`src/rtl/ilie_pkg.sv`:
```
package ilie_pkg;

	// Upper bound on the list capacity, and the index width that covers it.
	localparam int MaxCapacity = 1024;
	localparam int MaxIdxW     = $clog2(MaxCapacity);
	localparam int DefCapacity = 64;
	localparam int WordW       = 32;
	localparam int PosW        = 6;
	localparam int CountW      = 7;

	typedef enum logic [2:0] {
		REQ_PUSH   = 3'd0,
		REQ_POP    = 3'd1,
		REQ_READ   = 3'd2,
		REQ_WRITE  = 3'd3,
		REQ_INSERT = 3'd4,
		REQ_ERASE  = 3'd5,
		REQ_CLEAR  = 3'd6
	} req_t;

	typedef enum logic [1:0] {
		ST_OK    = 2'd0,
		ST_RANGE = 2'd1,
		ST_EMPTY = 2'd2,
		ST_FULL  = 2'd3
	} status_t;

	// What every cell of the row does in the current cycle.
	typedef enum logic [1:0] {
		CELL_HOLD   = 2'd0,
		CELL_WRITE  = 2'd1,
		CELL_INSERT = 2'd2,
		CELL_ERASE  = 2'd3
	} cell_op_t;

	typedef struct packed {
		cell_op_t           op;
		logic [MaxIdxW-1:0] tgt;
		logic [WordW-1:0]   word;
	} cell_ctrl_t;

endpackage

```
`src/rtl/ilie_cell.sv`:
```
module ilie_cell
	import ilie_pkg::*;
#(
	parameter int IDX = 0
) (
	input  logic             clk,
	input  cell_ctrl_t       ctrl,
	input  logic [WordW-1:0] prev_word,
	input  logic [WordW-1:0] next_word,
	output logic [WordW-1:0] word
);

	logic [WordW-1:0] word_q;
	logic             at_tgt;
	logic             above_tgt;

	assign at_tgt    = (MaxIdxW'(IDX) == ctrl.tgt);
	assign above_tgt = (MaxIdxW'(IDX) > ctrl.tgt);

	// Insert moves the entry up from the cell below; erase pulls it down from the cell above.
	always_ff @(posedge clk) begin
		case (ctrl.op)
			CELL_WRITE: begin
				if (at_tgt) word_q <= ctrl.word;
			end
			CELL_INSERT: begin
				if (at_tgt) word_q <= ctrl.word;
				else if (above_tgt) word_q <= prev_word;
			end
			CELL_ERASE: begin
				if (at_tgt || above_tgt) word_q <= next_word;
			end
			default: begin
			end
		endcase
	end

	assign word = word_q;

endmodule

```
`config.mk`:
```
export PLATFORM = sky130hd
export DESIGN_NAME = ilie_cell
export DESIGN_NICKNAME = d
export VERILOG_FILES = /design/src/rtl/ilie_pkg.sv /design/src/rtl/ilie_cell.sv
export SDC_FILE = /design/constraint.sdc
export NUM_CORES = 1
export LEC_CHECK = 0
export BUFFER_PORTS_ARGS = -buffer_cell sky130_fd_sc_hd__clkbuf_2
export CORE_MARGIN = 2
export CORE_UTILIZATION = 43
export CTS_CLUSTER_SIZE = 30
export DETAILED_ROUTE_END_ITERATION = 16
export PLACE_DENSITY = 0.81
export SYNTH_ARGS = -nofsm -noshare
export SYNTH_HDL_FRONTEND = slang
export SYNTH_SLANG_ARGS = --single-unit
```
`constraint.sdc`:
```
create_clock -name clk -period 3.8 [get_ports clk]
set_input_delay 0.38 -clock clk [delete_from_list [all_inputs] [get_ports clk]]
set_output_delay 0.38 -clock clk [all_outputs]
set_load 0.02 [all_outputs]
```
* Word-level counts from Yosys, hierarchy flattened *
Cells that the tools add are included.

operators by class
  equality and inequality tests = 6
  magnitude comparators = 1
  reductions and logical operators = 4
  mux-type cells = 5

operators by type and width
  kind                 count
  $mux 32              4
  $pmux 32 s3          1
  $gt 1x10->1 const A  1
  $logic_not 10->1     1
  $eq 2x2->1 const B   2
  $ne 2x2->1 const B   2
  $reduce_and 4->1     1
  $ne 3x3->1 const B   1
  $reduce_bool 3->1    1
  $eq 2x1->1 const B   1
  $logic_or 1x1->1     1

storage, ports and cells
  input port bits = 109
  bits in registers = 32

* Depth between registers and ports, before layout *
Gate-level depths: netlist of run 1.

  word-level depth = 4
  gate-level depth with buffers = 6
  depth with buffers taken out = 3

* Worst setup path after synthesis of run 1 *
No wires, ideal clock.

  path kind = input -> register
  from = input ctrl[38] (netlist bit)
  to = register word_q[0] (netlist: word[0]) (enable)
  setup slack = 361 ps
  data arrival time = 3,018 ps
  stages = 6
  setup time = 421 ps
  required time = 3,379 ps
  cell sequence = or4_1 > buf_2 > or3_1 > buf_2 > buf_6 > nor2_1

between the ends
  cells in the longest elaborated chain, start to end = 4

ends and longest elaborated chain
  what                                             line                              text
  start: declaration                               ilie_cell.sv:7                    input cell_ctrl_t ctrl,
  $gt 1x10->1 or $logic_not 10->1 (tied branches)  ilie_cell.sv:18, ilie_cell.sv:17
  $logic_or 1x1->1                                 ilie_cell.sv:31                   if (at_tgt || above_tgt) word_q <= next_word;
  $ne 2x2->1 (no line)                             -
  $reduce_and 4->1 (no line) *                     -
  end signal: assignment                           ilie_cell.sv:24                   if (at_tgt) word_q <= ctrl.word;
  end signal: assignment                           ilie_cell.sv:27                   if (at_tgt) word_q <= ctrl.word;
  end signal: assignment                           ilie_cell.sv:31
  end: declaration                                 ilie_cell.sv:13                   logic [WordW-1:0] word_q;

Every way passes the cells marked *; elsewhere a longest branch is shown, timed or not.
A chain may end at the register's enable or synchronous reset.

* Worst setup path after layout of run 1 *
  from = input ctrl[38] (netlist bit)
  to = register word_q[7] (netlist: word[7]) (enable)

Same word-level chain as after synthesis.

==> impl_results.html, run 1 <==
<table>
<tr><th>Metric</th><th>Value</th></tr>
<tr><th colspan="2">Run status</th></tr>
<tr><td>Run status</td><td>finished, final reports clean</td></tr>
<tr><th colspan="2">Logic synthesis</th></tr>
<tr><td>Post-Syn Instances</td><td>234</td></tr>
<tr><td>Yosys reg bits</td><td>32</td></tr>
<tr><td>Netlist cell types</td><td>18</td></tr>
<tr><td>Sequential element share of the synthesized area</td><td>43.7%</td></tr>
<tr><td>Average size of a mapped cell</td><td>9.41 um2</td></tr>
<tr><td>Post-Synthesis Net Count</td><td>343</td></tr>
<tr><td>Total of warnings raised by yosys</td><td>0</td></tr>
<tr><td>Cell area after technology mapping</td><td>0.00220 mm2</td></tr>
<tr><th colspan="2">STA</th></tr>
<tr><td>Total count of hold-check failures in the final report</td><td>0</td></tr>
<tr><td>Number of max-slew violations in the final report</td><td>0</td></tr>
<tr><td>TNS Setup</td><td>0 ns</td></tr>
<tr><td>Worst max-slew margin expressed relative to the limit</td><td>35.4%</td></tr>
<tr><td>Tmin final</td><td>2.48 ns</td></tr>
<tr><td>Worst slew pin tran</td><td>0.969 ns</td></tr>
<tr><td>Achievable Freq</td><td>0.404 GHz</td></tr>
<tr><td>Post-Route Hold Slack</td><td>0.416 ns</td></tr>
<tr><td>Period Utilization, post-route</td><td>65.2%</td></tr>
<tr><td>Setup repair after global routing missed its margin</td><td>no</td></tr>
<tr><td>Final setup violating endpoints</td><td>0</td></tr>
<tr><th colspan="2">Setup path</th></tr>
<tr><td>Worst Setup Path Type</td><td>in -&gt; reg</td></tr>
<tr><td>Worst setup EP type</td><td>flop</td></tr>
<tr><td>Data arrival time at the worst-slack endpoint</td><td>2.38 ns</td></tr>
<tr><td>Crit path required time</td><td>3.70 ns</td></tr>
<tr><td>Setup crit start kind</td><td>primary input</td></tr>
<tr><td>Maximum fanout encountered on the critical timing path</td><td>34</td></tr>
<tr><th colspan="2">Hold path</th></tr>
<tr><td>Capture endpoint of the worst hold path</td><td>word[17]</td></tr>
<tr><td>Worst hold-check path type</td><td>in -&gt; reg</td></tr>
<tr><td>Worst Hold Depth</td><td>3</td></tr>
<tr><td>Hold_sp</td><td>next_word[17]</td></tr>
<tr><th colspan="2">Final layout</th></tr>
<tr><td>Layout fillers</td><td>469</td></tr>
<tr><td>Sequential cell area</td><td>961 um2</td></tr>
<tr><td>Finished layout cell area</td><td>0.00297 mm2</td></tr>
<tr><td>Final #Nets</td><td>462</td></tr>
<tr><td>Fraction of layout cells with a size suffix above 1</td><td>43.6%</td></tr>
<tr><td>Number of flip-flops under the largest register name</td><td>32</td></tr>
<tr><td>Area growth from synthesis to final layout</td><td>35.1%</td></tr>
<tr><td># diodes</td><td>0</td></tr>
<tr><td>Count of non-filler cells in the finished layout</td><td>423</td></tr>
<tr><td>Multi-input logic area</td><td>0.00110 mm2</td></tr>
<tr><th colspan="2">Clocking</th></tr>
<tr><td>Post-CTS setup-driven buffer insertion count</td><td>0</td></tr>
<tr><td>TritonCTS clock tree</td><td>done</td></tr>
<tr><td>Resized cells post-CTS</td><td>0</td></tr>
<tr><td>Clock slew at the register clock pins of the worst setup and hold paths</td><td>0.07 ns</td></tr>
<tr><td>Number of buffers created by CTS</td><td>5</td></tr>
<tr><td>CTS Root Buffer Type</td><td>sky130_fd_sc_hd__clkbuf_8</td></tr>
<tr><td>CTS Hold Buffers Added</td><td>0</td></tr>
<tr><td>Max clock buf depth</td><td>2</td></tr>
<tr><td>Number of H-tree levels</td><td>2</td></tr>
<tr><td>Number of clock sinks</td><td>32</td></tr>
<tr><th colspan="2">Pwr</th></tr>
<tr><td>Maximum vdd drop</td><td>0.000132 V</td></tr>
<tr><td>Total power</td><td>798 uW</td></tr>
<tr><td>Leakage power of the design</td><td>1.14 nW</td></tr>
<tr><td>Power per cell area</td><td>268 mW/mm2</td></tr>
<tr><th colspan="2">Global route</th></tr>
<tr><td>Via count of the first global-routing pass</td><td>2,084</td></tr>
<tr><td>Number of antenna violations at the first check in global routing</td><td>0</td></tr>
<tr><td>Pin count of the biggest net entering global routing</td><td>45</td></tr>
<tr><td>Wire length of the first global-routing pass</td><td>9580 um</td></tr>
<tr><td>Sum of overflow across all layers after global routing</td><td>0</td></tr>
<tr><td>Total routing usage reported by global routing</td><td>22.3%</td></tr>
<tr><th colspan="2">Floorplan</th></tr>
<tr><td>Die Outline Area</td><td>0.00571 mm2</td></tr>
<tr><td>Die height</td><td>75.5 um</td></tr>
<tr><td>Die width</td><td>75.5 um</td></tr>
<tr><td>Placeable core area</td><td>0.00501 mm2</td></tr>
<tr><td>I/O Pins</td><td>141</td></tr>
<tr><td>Row Count</td><td>26</td></tr>
<tr><td>Initial Utilization</td><td>43.9%</td></tr>
<tr><th colspan="2">Route</th></tr>
<tr><td>Routed len/inst</td><td>15.4 um</td></tr>
<tr><td>Number of antenna-violating nets in the routed design</td><td>0</td></tr>
<tr><td>Wirelength, routed</td><td>6510 um</td></tr>
<tr><td>Number of design rule violations left after detail routing</td><td>0</td></tr>
<tr><td>Via density</td><td>5.63</td></tr>
<tr><td>Drt pass-1 iters</td><td>4</td></tr>
<tr><td>Count of vias placed by the detailed router</td><td>2,382</td></tr>
<tr><td>Detailed router's first-iteration violation count</td><td>135</td></tr>
<tr><th colspan="2">Placed design</th></tr>
<tr><td>Post-place instance area</td><td>0.00290 mm2</td></tr>
<tr><td>HPWL after detailed placement</td><td>4570 um</td></tr>
<tr><td>Placed insts</td><td>416</td></tr>
<tr><td>Count of input and output buffers</td><td>140</td></tr>
<tr><td>Global placer's final weighted congestion</td><td>0.745</td></tr>
<tr><th colspan="2">Run</th></tr>
<tr><td>Maxcap violations</td><td>0</td></tr>
</table>
[stage by stage]
stage                     utilization (%)  worst slack (ns)
after floorplan                         -             0.361
after global placement               57.8              1.05
after detailed placement             57.8             0.996
after CTS                            59.4              1.29
after global routing                 59.4              1.17
final                                59.4              1.32
[cells in the final DEF (no fill, tap or decap), types with 3 or more instances in the layout]
| cell type | synthesis | layout |
|---|---|---|
| sky130_fd_sc_hd__clkbuf_2 | 0 | 140 |
| sky130_fd_sc_hd__a31oi_1 | 32 | 32 |
| sky130_fd_sc_hd__edfxtp_1 | 32 | 32 |
| sky130_fd_sc_hd__nand2_1 | 31 | 31 |
| sky130_fd_sc_hd__nor2b_1 | 32 | 31 |
| sky130_fd_sc_hd__o211ai_1 | 31 | 31 |
| sky130_fd_sc_hd__o311ai_0 | 27 | 27 |
| sky130_fd_sc_hd__buf_4 | 0 | 6 |
| sky130_fd_sc_hd__clkbuf_8 | 0 | 5 |
| sky130_fd_sc_hd__o311ai_1 | 4 | 4 |
| sky130_fd_sc_hd__or4_1 | 3 | 3 |
[cell type report]
type / count / area share (%)
clock buffer: 6 / 2.44
clock inverter: 1 / 0.168
inverter: 1 / 0.126
multi-input combinational: 167 / 36.9
sequential: 32 / 32.3
tap: 70 / 2.94
timing repair buffer: 146 / 25.1
[synthesized netlist by cell type]
cell type / instances / area, um2
sky130_fd_sc_hd__a31oi_1: 32 / 200
sky130_fd_sc_hd__edfxtp_1: 32 / 961
sky130_fd_sc_hd__nor2b_1: 32 / 200
sky130_fd_sc_hd__nand2_1: 31 / 116
sky130_fd_sc_hd__o211ai_1: 31 / 233
sky130_fd_sc_hd__clkbuf_1: 29 / 109
sky130_fd_sc_hd__o311ai_0: 27 / 236
sky130_fd_sc_hd__o311ai_1: 4 / 35.0
sky130_fd_sc_hd__buf_6: 3 / 33.8
sky130_fd_sc_hd__or4_1: 3 / 22.5
sky130_fd_sc_hd__buf_2: 2 / 10.0
sky130_fd_sc_hd__nor2_1: 2 / 7.51
sky130_fd_sc_hd__inv_1: 1 / 3.75
sky130_fd_sc_hd__nand3b_1: 1 / 7.51
sky130_fd_sc_hd__o21ai_0: 1 / 5.00
sky130_fd_sc_hd__o31ai_1: 1 / 7.51
sky130_fd_sc_hd__or2_1: 1 / 6.26
sky130_fd_sc_hd__or3_1: 1 / 6.26
[cells by family after synthesis]
| family | count (synthesis) | synth area share, % |
|---|---|---|
| buffers and inverters | 35 | 7.11 |
| AND/OR/NAND/NOR | 71 | 16.7 |
| AO/OA/AOI/OAI | 96 | 32.6 |
| flip-flops | 32 | 43.7 |
[per-layer routing]
metal  part of all wire, %  up-vias  global-route usage, %
li1                      -     1173                      -
met2                    50      112                   38.0
met5                     0        -                      0
met1                    40     1087                   27.3
met3                   9.2       10                   5.95
met4                   1.4        0                   7.60
[worst max-delay path, stage by stage]
cell	delay (ns)
sky130_fd_sc_hd__clkbuf_2	0.07
sky130_fd_sc_hd__or4_1	0.50
sky130_fd_sc_hd__buf_4	0.25
sky130_fd_sc_hd__or3_1	0.43
sky130_fd_sc_hd__nor2_4	0.73
[how the worst max path moves through the flow]
stage | startpoint | cells after the start | slack (ns) | end
after floorplan | ctrl[38] | 6 | 0.36 | word[0]
final | ctrl[38] | 5 | 1.32 | word[7]
after global routing | ctrl[38] | 5 | 1.17 | word[0]
after CTS | ctrl[38] | 5 | 1.29 | word[9]
after global placement | ctrl[38] | 5 | 1.05 | word[16]
after detailed placement | ctrl[38] | 5 | 1.0 | word[16]
[power breakdown]
part	switching (mW)	total (mW)	leakage (nW)	internal, mW
logic	0.0800	0.160	0.826	0.0796
registers	0.0000853	0.393	0.277	0.393
clock network	0.121	0.245	0.0410	0.124
total	0.201	0.798	1.14	0.597
No activity file was read; power rests on OpenSTA's default activity.
==> inputs of run 2 (changes only) <==
- clock period: 3.8 -> 2.4 ns (I/O delays scaled with it)
==> impl_results.html, run 2 (synthesis gave the netlist of run 1 again) <==
<table>
<tr><th>Metric</th><th>Value</th></tr>
<tr><th colspan="2">Setup path</th></tr>
<tr><td>Worst path bufs/invs</td><td>2 (unchanged)</td></tr>
<tr><td>Worst Setup Path Type</td><td>in -&gt; reg (unchanged)</td></tr>
<tr><td>Maximum cell stage delay along the critical path</td><td>0.53 ns (was 0.73 ns)</td></tr>
<tr><td>Maximum fanout encountered on the critical timing path</td><td>18 (was 34)</td></tr>
<tr><td>Crit path required time</td><td>2.36 ns (was 3.70 ns)</td></tr>
<tr><td>Setup crit start kind</td><td>primary input (unchanged)</td></tr>
<tr><td>Data arrival time at the worst-slack endpoint</td><td>1.62 ns (was 2.38 ns)</td></tr>
<tr><td>Critical path cell sequence</td><td>clkbuf_2 -&gt; or4_1 -&gt; or3_1 -&gt; nor2_4 -&gt; buf_4 (was clkbuf_2 -&gt; or4_1 -&gt; buf_4 -&gt; or3_1 -&gt; nor2_4)</td></tr>
<tr><td>Worst-path cell with the longest stage delay</td><td>sky130_fd_sc_hd__or4_1 (was sky130_fd_sc_hd__nor2_4)</td></tr>
<tr><td>Worst setup EP type</td><td>flop (unchanged)</td></tr>
<tr><td>Gate family responsible for the most delay along the worst path</td><td>simple AND/OR/NAND/NOR gates (unchanged)</td></tr>
<tr><th colspan="2">Route</th></tr>
<tr><td>Count of vias placed by the detailed router</td><td>2,433 (was 2,382)</td></tr>
<tr><td>Number of antenna-violating nets in the routed design</td><td>0 (unchanged)</td></tr>
<tr><td>Drt pass-1 iters</td><td>4 (unchanged)</td></tr>
<tr><td>Number of design rule violations left after detail routing</td><td>0 (unchanged)</td></tr>
<tr><td>Wirelength, routed</td><td>6530 um (was 6510 um)</td></tr>
<tr><td>Via density</td><td>5.67 (was 5.63)</td></tr>
<tr><td>Routed len/inst</td><td>15.2 um (was 15.4 um)</td></tr>
<tr><td>Detailed router's first-iteration violation count</td><td>195 (was 135)</td></tr>
<tr><th colspan="2">Global route</th></tr>
<tr><td>Sum of overflow across all layers after global routing</td><td>0 (unchanged)</td></tr>
<tr><td>Number of antenna violations at the first check in global routing</td><td>0 (unchanged)</td></tr>
<tr><td>Total routing usage reported by global routing</td><td>22.9% (was 22.3%)</td></tr>
<tr><td>Pin count of the biggest net entering global routing</td><td>39 (was 45)</td></tr>
<tr><td>Via count of the first global-routing pass</td><td>2,195 (was 2,084)</td></tr>
<tr><td>Wire length of the first global-routing pass</td><td>9920 um (was 9580 um)</td></tr>
<tr><th colspan="2">Floorplan</th></tr>
<tr><td>Die width</td><td>75.5 um (unchanged)</td></tr>
<tr><td>Die Outline Area</td><td>0.00571 mm2 (unchanged)</td></tr>
<tr><td>Row Count</td><td>26 (unchanged)</td></tr>
<tr><td>I/O Pins</td><td>141 (unchanged)</td></tr>
<tr><td>Initial Utilization</td><td>43.9% (unchanged)</td></tr>
<tr><td>Die height</td><td>75.5 um (unchanged)</td></tr>
<tr><td>Placeable core area</td><td>0.00501 mm2 (unchanged)</td></tr>
<tr><th colspan="2">Final layout</th></tr>
<tr><td>Final #Nets</td><td>467 (was 462)</td></tr>
<tr><td># diodes</td><td>0 (unchanged)</td></tr>
<tr><td>Commonest non-fill, non-tap cells in the layout</td><td>sky130_fd_sc_hd__clkbuf_2, sky130_fd_sc_hd__a31oi_1, sky130_fd_sc_hd__edfxtp_1 (unchanged)</td></tr>
<tr><td>Area growth from synthesis to final layout</td><td>37.1% (was 35.1%)</td></tr>
<tr><td>Sequential cell area</td><td>961 um2 (unchanged)</td></tr>
<tr><td>Multi-input logic area</td><td>0.00110 mm2 (unchanged)</td></tr>
<tr><td>Layout fillers</td><td>453 (was 469)</td></tr>
<tr><td>Number of flip-flops under the largest register name</td><td>32 (unchanged)</td></tr>
<tr><td>Finished layout cell area</td><td>0.00302 mm2 (was 0.00297 mm2)</td></tr>
<tr><td>Fraction of layout cells with a size suffix above 1</td><td>44.6% (was 43.6%)</td></tr>
<tr><td>Share of the core filled with cells in the final layout</td><td>60.2% (was 59.4%)</td></tr>
<tr><td>Most frequent standard cell in the layout excluding fill and tap cells</td><td>sky130_fd_sc_hd__clkbuf_2 (unchanged)</td></tr>
<tr><th colspan="2">Pwr</th></tr>
<tr><td>Switch share</td><td>24.8% (was 25.2%)</td></tr>
<tr><td>Total power</td><td>1.26 mW (was 798 uW)</td></tr>
<tr><td>Switching power summed over all nets</td><td>313 uW (was 201 uW)</td></tr>
<tr><td>Share of power burned in combinational logic</td><td>20.5% (was 20.0%)</td></tr>
<tr><td>Clock share of power</td><td>30.2% (was 30.8%)</td></tr>
<tr><td>Maximum vdd drop</td><td>0.000245 V (was 0.000132 V)</td></tr>
<tr><td>Sequential group share of total power</td><td>49.3% (was 49.2%)</td></tr>
<tr><td>Internal power of the cells</td><td>947 uW (was 597 uW)</td></tr>
<tr><td>Power per cell area</td><td>418 mW/mm2 (was 268 mW/mm2)</td></tr>
<tr><td>Leakage power of the design</td><td>1.17 nW (was 1.14 nW)</td></tr>
<tr><th colspan="2">STA</th></tr>
<tr><td>TNS Setup</td><td>0 ns (unchanged)</td></tr>
<tr><td>Worst max-slew margin expressed relative to the limit</td><td>62.2% (was 35.4%)</td></tr>
<tr><td>Tmin final</td><td>1.66 ns</td></tr>
<tr><td>Setup repair after global routing missed its margin</td><td>no (unchanged)</td></tr>
<tr><td>Number of max-slew violations in the final report</td><td>0 (unchanged)</td></tr>
<tr><td>Period Utilization, post-route</td><td>69.3%</td></tr>
<tr><td>Achievable Freq</td><td>0.601 GHz</td></tr>
<tr><td>Total count of hold-check failures in the final report</td><td>0 (unchanged)</td></tr>
<tr><td>Post-Route Hold Slack</td><td>0.282 ns (was 0.416 ns)</td></tr>
<tr><td>Worst slew pin tran</td><td>0.567 ns (was 0.969 ns)</td></tr>
<tr><td>Final setup violating endpoints</td><td>0 (unchanged)</td></tr>
<tr><th colspan="2">Clocking</th></tr>
<tr><td>Post-CTS setup-driven buffer insertion count</td><td>0 (unchanged)</td></tr>
<tr><td>Resized cells post-CTS</td><td>0 (unchanged)</td></tr>
<tr><td>Clock slew at the register clock pins of the worst setup and hold paths</td><td>0.06 ns (was 0.07 ns)</td></tr>
<tr><td>Number of clock sinks</td><td>32 (unchanged)</td></tr>
<tr><td>TritonCTS clock tree</td><td>done (unchanged)</td></tr>
<tr><td>CTS Hold Buffers Added</td><td>0 (unchanged)</td></tr>
<tr><td>CTS Root Buffer Type</td><td>sky130_fd_sc_hd__clkbuf_8 (unchanged)</td></tr>
<tr><td>Number of buffers created by CTS</td><td>5 (unchanged)</td></tr>
<tr><td>Max clock buf depth</td><td>2 (unchanged)</td></tr>
<tr><td>Number of H-tree levels</td><td>2 (unchanged)</td></tr>
<tr><th colspan="2">Hold path</th></tr>
<tr><td>Worst hold-check path type</td><td>in -&gt; reg (unchanged)</td></tr>
<tr><th colspan="2">Placed design</th></tr>
<tr><td>Global placer's final weighted congestion</td><td>0.760 (was 0.745)</td></tr>
<tr><td>HPWL after detailed placement</td><td>4750 um (was 4570 um)</td></tr>
<tr><td>Post-place instance area</td><td>0.00293 mm2 (was 0.00290 mm2)</td></tr>
<tr><td>Count of input and output buffers</td><td>140 (unchanged)</td></tr>
<tr><th colspan="2">Run status</th></tr>
<tr><td>Run status</td><td>finished, final reports clean (unchanged)</td></tr>
<tr><th colspan="2">Run</th></tr>
<tr><td>Maxcap violations</td><td>0 (unchanged)</td></tr>
</table>
[run 2: changes by cell type in the layout (fill, tap and decap cells not counted)]
cell / previous run / this run
sky130_fd_sc_hd__buf_4: 6 / 11
sky130_fd_sc_hd__clkbuf_1: 1 / 0
sky130_fd_sc_hd__clkinv_1: 0 / 1
sky130_fd_sc_hd__clkinv_2: 1 / 2
[run 2: final timing paths]
path	from	end	slack, ns	cells past startpoint
max	ctrl[38]	word[11]	0.74	5
min	next_word[30]	word[30]	0.28	3
[run 2: power by group through the flow]
stage / Combinational, mW / Clock (mW) / Sequential (mW)
after global routing: 0.289 / 0.421 / 0.621
after detailed placement: 0.258 / 0 / 0.634
after CTS: 0.258 / 0.393 / 0.622
after global placement: 0.250 / 0 / 0.634
after floorplan: 0.135 / 0 / 0.635
final: 0.258 / 0.380 / 0.622
[run 2: through the flow]
stage	setup WS (ns)	instances
final	0.737	429
after global routing	0.663	429
after CTS	0.740	429
after detailed placement	0.443	421
after global placement	0.461	421
after floorplan	0.00983	234
[run 2: layer usage]
layer / vias up / track usage, % / part of all wire (%)
li1: 1187 / - / -
met1: 1096 / 30.1 / 41
met2: 136 / 36.7 / 49
met3: 14 / 5.42 / 8.2
met4: 0 / 9.16 / 2.2
met5: - / 0 / 0
[run 2: cell type report]
type	count	area share (%)
Multi-Input combinational cell	167	36.4
Sequential cell	32	31.9
Timing Repair Buffer	151	26.0
Tap cell	70	2.90
Clock buffer	5	2.28
Clock inverter	3	0.456
Inverter	1	0.124
==> inputs of run 3 (changes only) <==
- ABC_AREA: default -> 1
- CORE_UTILIZATION: 43 -> 44
- PLACE_DENSITY: 0.81 -> 0.82
- clock period: 2.4 -> 1.55 ns (I/O delays scaled with it)
==> impl_results.html, run 3 <==
<table>
<tr><th>Metric</th><th>Value</th></tr>
<tr><th colspan="2">Logic synthesis</th></tr>
<tr><td>Average size of a mapped cell</td><td>7.54 um2 (was 9.41 um2)</td></tr>
<tr><td>Most used flip-flop cell after synthesis</td><td>sky130_fd_sc_hd__edfxtp_1 (unchanged)</td></tr>
<tr><td>Area leader, netlist</td><td>sky130_fd_sc_hd__edfxtp_1 (unchanged)</td></tr>
<tr><td>Netlist cell types</td><td>18 (unchanged)</td></tr>
<tr><td>Post-Syn Instances</td><td>307 (was 234)</td></tr>
<tr><td>Fraction of synthesized cell area taken by the top area cell type</td><td>41.5% (was 43.7%)</td></tr>
<tr><td>Total of warnings raised by yosys</td><td>0 (unchanged)</td></tr>
<tr><td>Leading cell type by number of instances after synthesis</td><td>sky130_fd_sc_hd__nand2_1</td></tr>
<tr><td>Sequential element share of the synthesized area</td><td>41.5% (was 43.7%)</td></tr>
<tr><td>Count of flip-flops with a built-in enable after synthesis</td><td>32 (unchanged)</td></tr>
<tr><td>Main area contributors after synthesis</td><td>sky130_fd_sc_hd__edfxtp_1, sky130_fd_sc_hd__nand2_1, sky130_fd_sc_hd__nand3_1 (was sky130_fd_sc_hd__edfxtp_1, sky130_fd_sc_hd__o311ai_0, sky130_fd_sc_hd__o211ai_1)</td></tr>
<tr><td>Top cells by count, synth</td><td>sky130_fd_sc_hd__nand2_1, sky130_fd_sc_hd__inv_1, sky130_fd_sc_hd__nand3_1 (was sky130_fd_sc_hd__a31oi_1, sky130_fd_sc_hd__edfxtp_1, sky130_fd_sc_hd__nor2b_1)</td></tr>
<tr><td>Post-Synthesis Net Count</td><td>416 (was 343)</td></tr>
<tr><td>Async set-or-reset flop fraction in the synthesized netlist</td><td>0% (unchanged)</td></tr>
<tr><td>Yosys reg bits</td><td>32 (unchanged)</td></tr>
<tr><td>Cell area after technology mapping</td><td>0.00232 mm2 (was 0.00220 mm2)</td></tr>
<tr><th colspan="2">STA</th></tr>
<tr><td>TNS Setup</td><td>0 ns (unchanged)</td></tr>
<tr><td>Period Utilization, post-route</td><td>74.7%</td></tr>
<tr><td>Tmin final</td><td>1.16 ns</td></tr>
<tr><td>Achievable Freq</td><td>0.863 GHz</td></tr>
<tr><td>Final setup violating endpoints</td><td>0 (unchanged)</td></tr>
<tr><td>Setup repair after global routing missed its margin</td><td>no (unchanged)</td></tr>
<tr><td>Post-Route Hold Slack</td><td>0.214 ns (was 0.282 ns)</td></tr>
<tr><td>Total count of hold-check failures in the final report</td><td>0 (unchanged)</td></tr>
<tr><td>Worst slew pin tran</td><td>0.294 ns (was 0.567 ns)</td></tr>
<tr><td>Number of max-slew violations in the final report</td><td>0 (unchanged)</td></tr>
<tr><td>Worst max-slew margin expressed relative to the limit</td><td>80.4% (was 62.2%)</td></tr>
<tr><th colspan="2">Clocking</th></tr>
<tr><td>Number of clock sinks</td><td>32 (unchanged)</td></tr>
<tr><td>Max clock buf depth</td><td>2 (unchanged)</td></tr>
<tr><td>Number of H-tree levels</td><td>2 (unchanged)</td></tr>
<tr><td>Number of buffers created by CTS</td><td>5 (unchanged)</td></tr>
<tr><td>TritonCTS clock tree</td><td>done (unchanged)</td></tr>
<tr><td>Post-CTS setup-driven buffer insertion count</td><td>0 (unchanged)</td></tr>
<tr><td>CTS Root Buffer Type</td><td>sky130_fd_sc_hd__clkbuf_8 (unchanged)</td></tr>
<tr><td>Clock slew at the register clock pins of the worst setup and hold paths</td><td>0.07 ns (was 0.06 ns)</td></tr>
<tr><td>Resized cells post-CTS</td><td>0 (unchanged)</td></tr>
<tr><td>CTS Hold Buffers Added</td><td>0 (unchanged)</td></tr>
<tr><th colspan="2">Placed design</th></tr>
<tr><td>Global placer's final weighted congestion</td><td>0.833 (was 0.760)</td></tr>
<tr><td>HPWL after detailed placement</td><td>4700 um (was 4750 um)</td></tr>
<tr><td>Count of input and output buffers</td><td>140 (unchanged)</td></tr>
<tr><td>Placed insts</td><td>506 (was 421)</td></tr>
<tr><td>Post-place instance area</td><td>0.00314 mm2 (was 0.00293 mm2)</td></tr>
<tr><th colspan="2">Run status</th></tr>
<tr><td>Run status</td><td>finished, final reports clean (unchanged)</td></tr>
<tr><th colspan="2">Final layout</th></tr>
<tr><td>Count of non-filler cells in the finished layout</td><td>514 (was 429)</td></tr>
<tr><td>Share of the core filled with cells in the final layout</td><td>63.7% (was 60.2%)</td></tr>
<tr><td>Number of flip-flops under the largest register name</td><td>32 (unchanged)</td></tr>
<tr><td># diodes</td><td>0 (unchanged)</td></tr>
<tr><td>Sequential cell area</td><td>961 um2 (unchanged)</td></tr>
<tr><td>Area growth from synthesis to final layout</td><td>40.5% (was 37.1%)</td></tr>
<tr><td>Fraction of layout cells with a size suffix above 1</td><td>41.7% (was 44.6%)</td></tr>
<tr><td>Finished layout cell area</td><td>0.00325 mm2 (was 0.00302 mm2)</td></tr>
<tr><td>Multi-input logic area</td><td>0.00107 mm2 (was 0.00110 mm2)</td></tr>
<tr><td>Layout fillers</td><td>475 (was 453)</td></tr>
<tr><td>Final #Nets</td><td>552 (was 467)</td></tr>
<tr><td>Most frequent standard cell in the layout excluding fill and tap cells</td><td>sky130_fd_sc_hd__clkbuf_2 (unchanged)</td></tr>
<tr><td>Commonest non-fill, non-tap cells in the layout</td><td>sky130_fd_sc_hd__clkbuf_2, sky130_fd_sc_hd__nand2_1, sky130_fd_sc_hd__inv_1 (was sky130_fd_sc_hd__clkbuf_2, sky130_fd_sc_hd__a31oi_1, sky130_fd_sc_hd__edfxtp_1)</td></tr>
<tr><th colspan="2">Hold path</th></tr>
<tr><td>Worst Hold Depth</td><td>3 (unchanged)</td></tr>
<tr><td>Worst hold-check path type</td><td>in -&gt; reg (unchanged)</td></tr>
<tr><td>Hold_sp</td><td>prev_word[27] (was next_word[30])</td></tr>
<tr><th colspan="2">Route</th></tr>
<tr><td>Count of vias placed by the detailed router</td><td>2,426 (was 2,433)</td></tr>
<tr><td>Detailed router's first-iteration violation count</td><td>117 (was 195)</td></tr>
<tr><td>Drt pass-1 iters</td><td>4 (unchanged)</td></tr>
<tr><td>Routed len/inst</td><td>11.6 um (was 15.2 um)</td></tr>
<tr><td>Wirelength, routed</td><td>5990 um (was 6530 um)</td></tr>
<tr><td>Number of design rule violations left after detail routing</td><td>0 (unchanged)</td></tr>
<tr><td>Via density</td><td>4.72 (was 5.67)</td></tr>
<tr><td>Number of antenna-violating nets in the routed design</td><td>0 (unchanged)</td></tr>
<tr><th colspan="2">Pwr</th></tr>
<tr><td>Clock share of power</td><td>36.2% (was 30.2%)</td></tr>
<tr><td>Sequential group share of total power</td><td>44.7% (was 49.3%)</td></tr>
<tr><td>Switching power summed over all nets</td><td>500 uW (was 313 uW)</td></tr>
<tr><td>Power per cell area</td><td>662 mW/mm2 (was 418 mW/mm2)</td></tr>
<tr><td>Switch share</td><td>23.2% (was 24.8%)</td></tr>
<tr><td>Share of power burned in combinational logic</td><td>19.1% (was 20.5%)</td></tr>
<tr><td>Maximum vdd drop</td><td>0.000538 V (was 0.000245 V)</td></tr>
<tr><td>Leakage power of the design</td><td>1.59 nW (was 1.17 nW)</td></tr>
<tr><td>Internal power of the cells</td><td>1.65 mW (was 947 uW)</td></tr>
<tr><th colspan="2">Global route</th></tr>
<tr><td>Sum of overflow across all layers after global routing</td><td>0 (unchanged)</td></tr>
<tr><td>Number of antenna violations at the first check in global routing</td><td>0 (unchanged)</td></tr>
<tr><td>Via count of the first global-routing pass</td><td>2,357 (was 2,195)</td></tr>
<tr><td>Wire length of the first global-routing pass</td><td>9740 um (was 9920 um)</td></tr>
<tr><td>Pin count of the biggest net entering global routing</td><td>51 (was 39)</td></tr>
<tr><td>Total routing usage reported by global routing</td><td>20.4% (was 22.9%)</td></tr>
<tr><th colspan="2">Floorplan</th></tr>
<tr><td>I/O Pins</td><td>141 (unchanged)</td></tr>
<tr><td>Initial Utilization</td><td>45.3% (was 43.9%)</td></tr>
<tr><td>Placeable core area</td><td>0.00511 mm2 (was 0.00501 mm2)</td></tr>
<tr><td>Die height</td><td>76.6 um (was 75.5 um)</td></tr>
<tr><td>Die width</td><td>76.6 um (was 75.5 um)</td></tr>
<tr><td>Die Outline Area</td><td>0.00586 mm2 (was 0.00571 mm2)</td></tr>
<tr><td>Row Count</td><td>26 (unchanged)</td></tr>
<tr><th colspan="2">Setup path</th></tr>
<tr><td>Maximum fanout encountered on the critical timing path</td><td>17 (was 18)</td></tr>
<tr><td>Data arrival time at the worst-slack endpoint</td><td>1.19 ns (was 1.62 ns)</td></tr>
<tr><td>Timing startpoint of the critical path</td><td>ctrl[32] (was ctrl[38])</td></tr>
<tr><td>Worst Setup Path Type</td><td>in -&gt; reg (unchanged)</td></tr>
<tr><td>Crit path required time</td><td>1.58 ns (was 2.36 ns)</td></tr>
<tr><td>Worst setup EP type</td><td>flop (unchanged)</td></tr>
<tr><td>Setup crit start kind</td><td>primary input (unchanged)</td></tr>
<tr><th colspan="2">Run</th></tr>
<tr><td>Maxcap violations</td><td>0 (unchanged)</td></tr>
</table>
-- run 3: changes by cell type after synthesis, sizes merged, moves of 3 or more --
cell / before / now
o21bai: 0 / 26
a31oi: 32 / 1
or4: 3 / 0
nand2: 31 / 71
nor2b: 32 / 0
o311ai: 31 / 0
buf: 5 / 16
clkbuf: 29 / 4
o21ai: 1 / 31
o211ai: 31 / 0
nand3: 0 / 40
inv: 1 / 50
nor2: 2 / 36
-- run 3: layer usage --
metal / vias up / global-route usage (%) / part of all wire [%]
met1: 1077 / 22.9 / 41
li1: 1256 / - / -
met2: 85 / 38.7 / 51
met3: 8 / 3.79 / 5.4
met5: - / 0 / 0
met4: 0 / 6.55 / 1.7
-- run 3: power by group through the flow --
stage | clock network (mW) | logic (mW) | registers, mW
final | 0.779 | 0.411 | 0.963
after global routing | 0.820 | 0.465 | 0.962
after CTS | 0.793 | 0.415 | 0.963
after detailed placement | 0 | 0.413 | 0.982
after global placement | 0 | 0.401 | 0.982
after floorplan | 0 | 0.221 | 0.983
-- run 3: per-stage QoR --
step,setup WS [ns],power [mW]
floorplan,-0.0328,1.20
global placement,0.149,1.38
detailed placement,0.0881,1.39
CTS,0.383,2.17
global route,0.323,2.25
finish,0.392,2.15
-- run 3: area by class of cell --
| cell class | count | area share, % |
|---|---|---|
| Multi-Input combinational cell | 205 | 32.9 |
| Sequential cell | 32 | 29.5 |
| Timing Repair Buffer | 149 | 25.5 |
| Inverter | 50 | 5.92 |
| Tap cell | 70 | 2.69 |
| Clock buffer | 5 | 2.11 |
| Clock inverter | 3 | 1.31 |
-- run 3: final timing paths --
path	to	slack (ns)
worst max-delay path	word[12]	0.39
worst min-delay path	word[27]	0.21
-- run 3: worst max-delay path, stage by stage --
cell and delay [ns]:
sky130_fd_sc_hd__clkbuf_2 0.10, sky130_fd_sc_hd__nor2_4 0.11, sky130_fd_sc_hd__nand3_2 0.11, sky130_fd_sc_hd__nor2_4 0.21, sky130_fd_sc_hd__buf_4 0.27, sky130_fd_sc_hd__nand2_1 0.09
sky130_fd_sc_hd__nand3_1 0.09, sky130_fd_sc_hd__nand2_1 0.05
-- run 3: logic make-up (layout without fill, tap and decap cells) --
| kind of cell | Yosys count | count (layout) | share of synthesized area [%] |
|---|---|---|---|
| DFF | 32 | 32 | 41.5 |
| AOI/OAI and AO/OA | 58 | 58 | 17.0 |
| buffers and inverters | 70 | 207 | 13.2 |
| and+or+nand+nor | 147 | 147 | 28.3 |
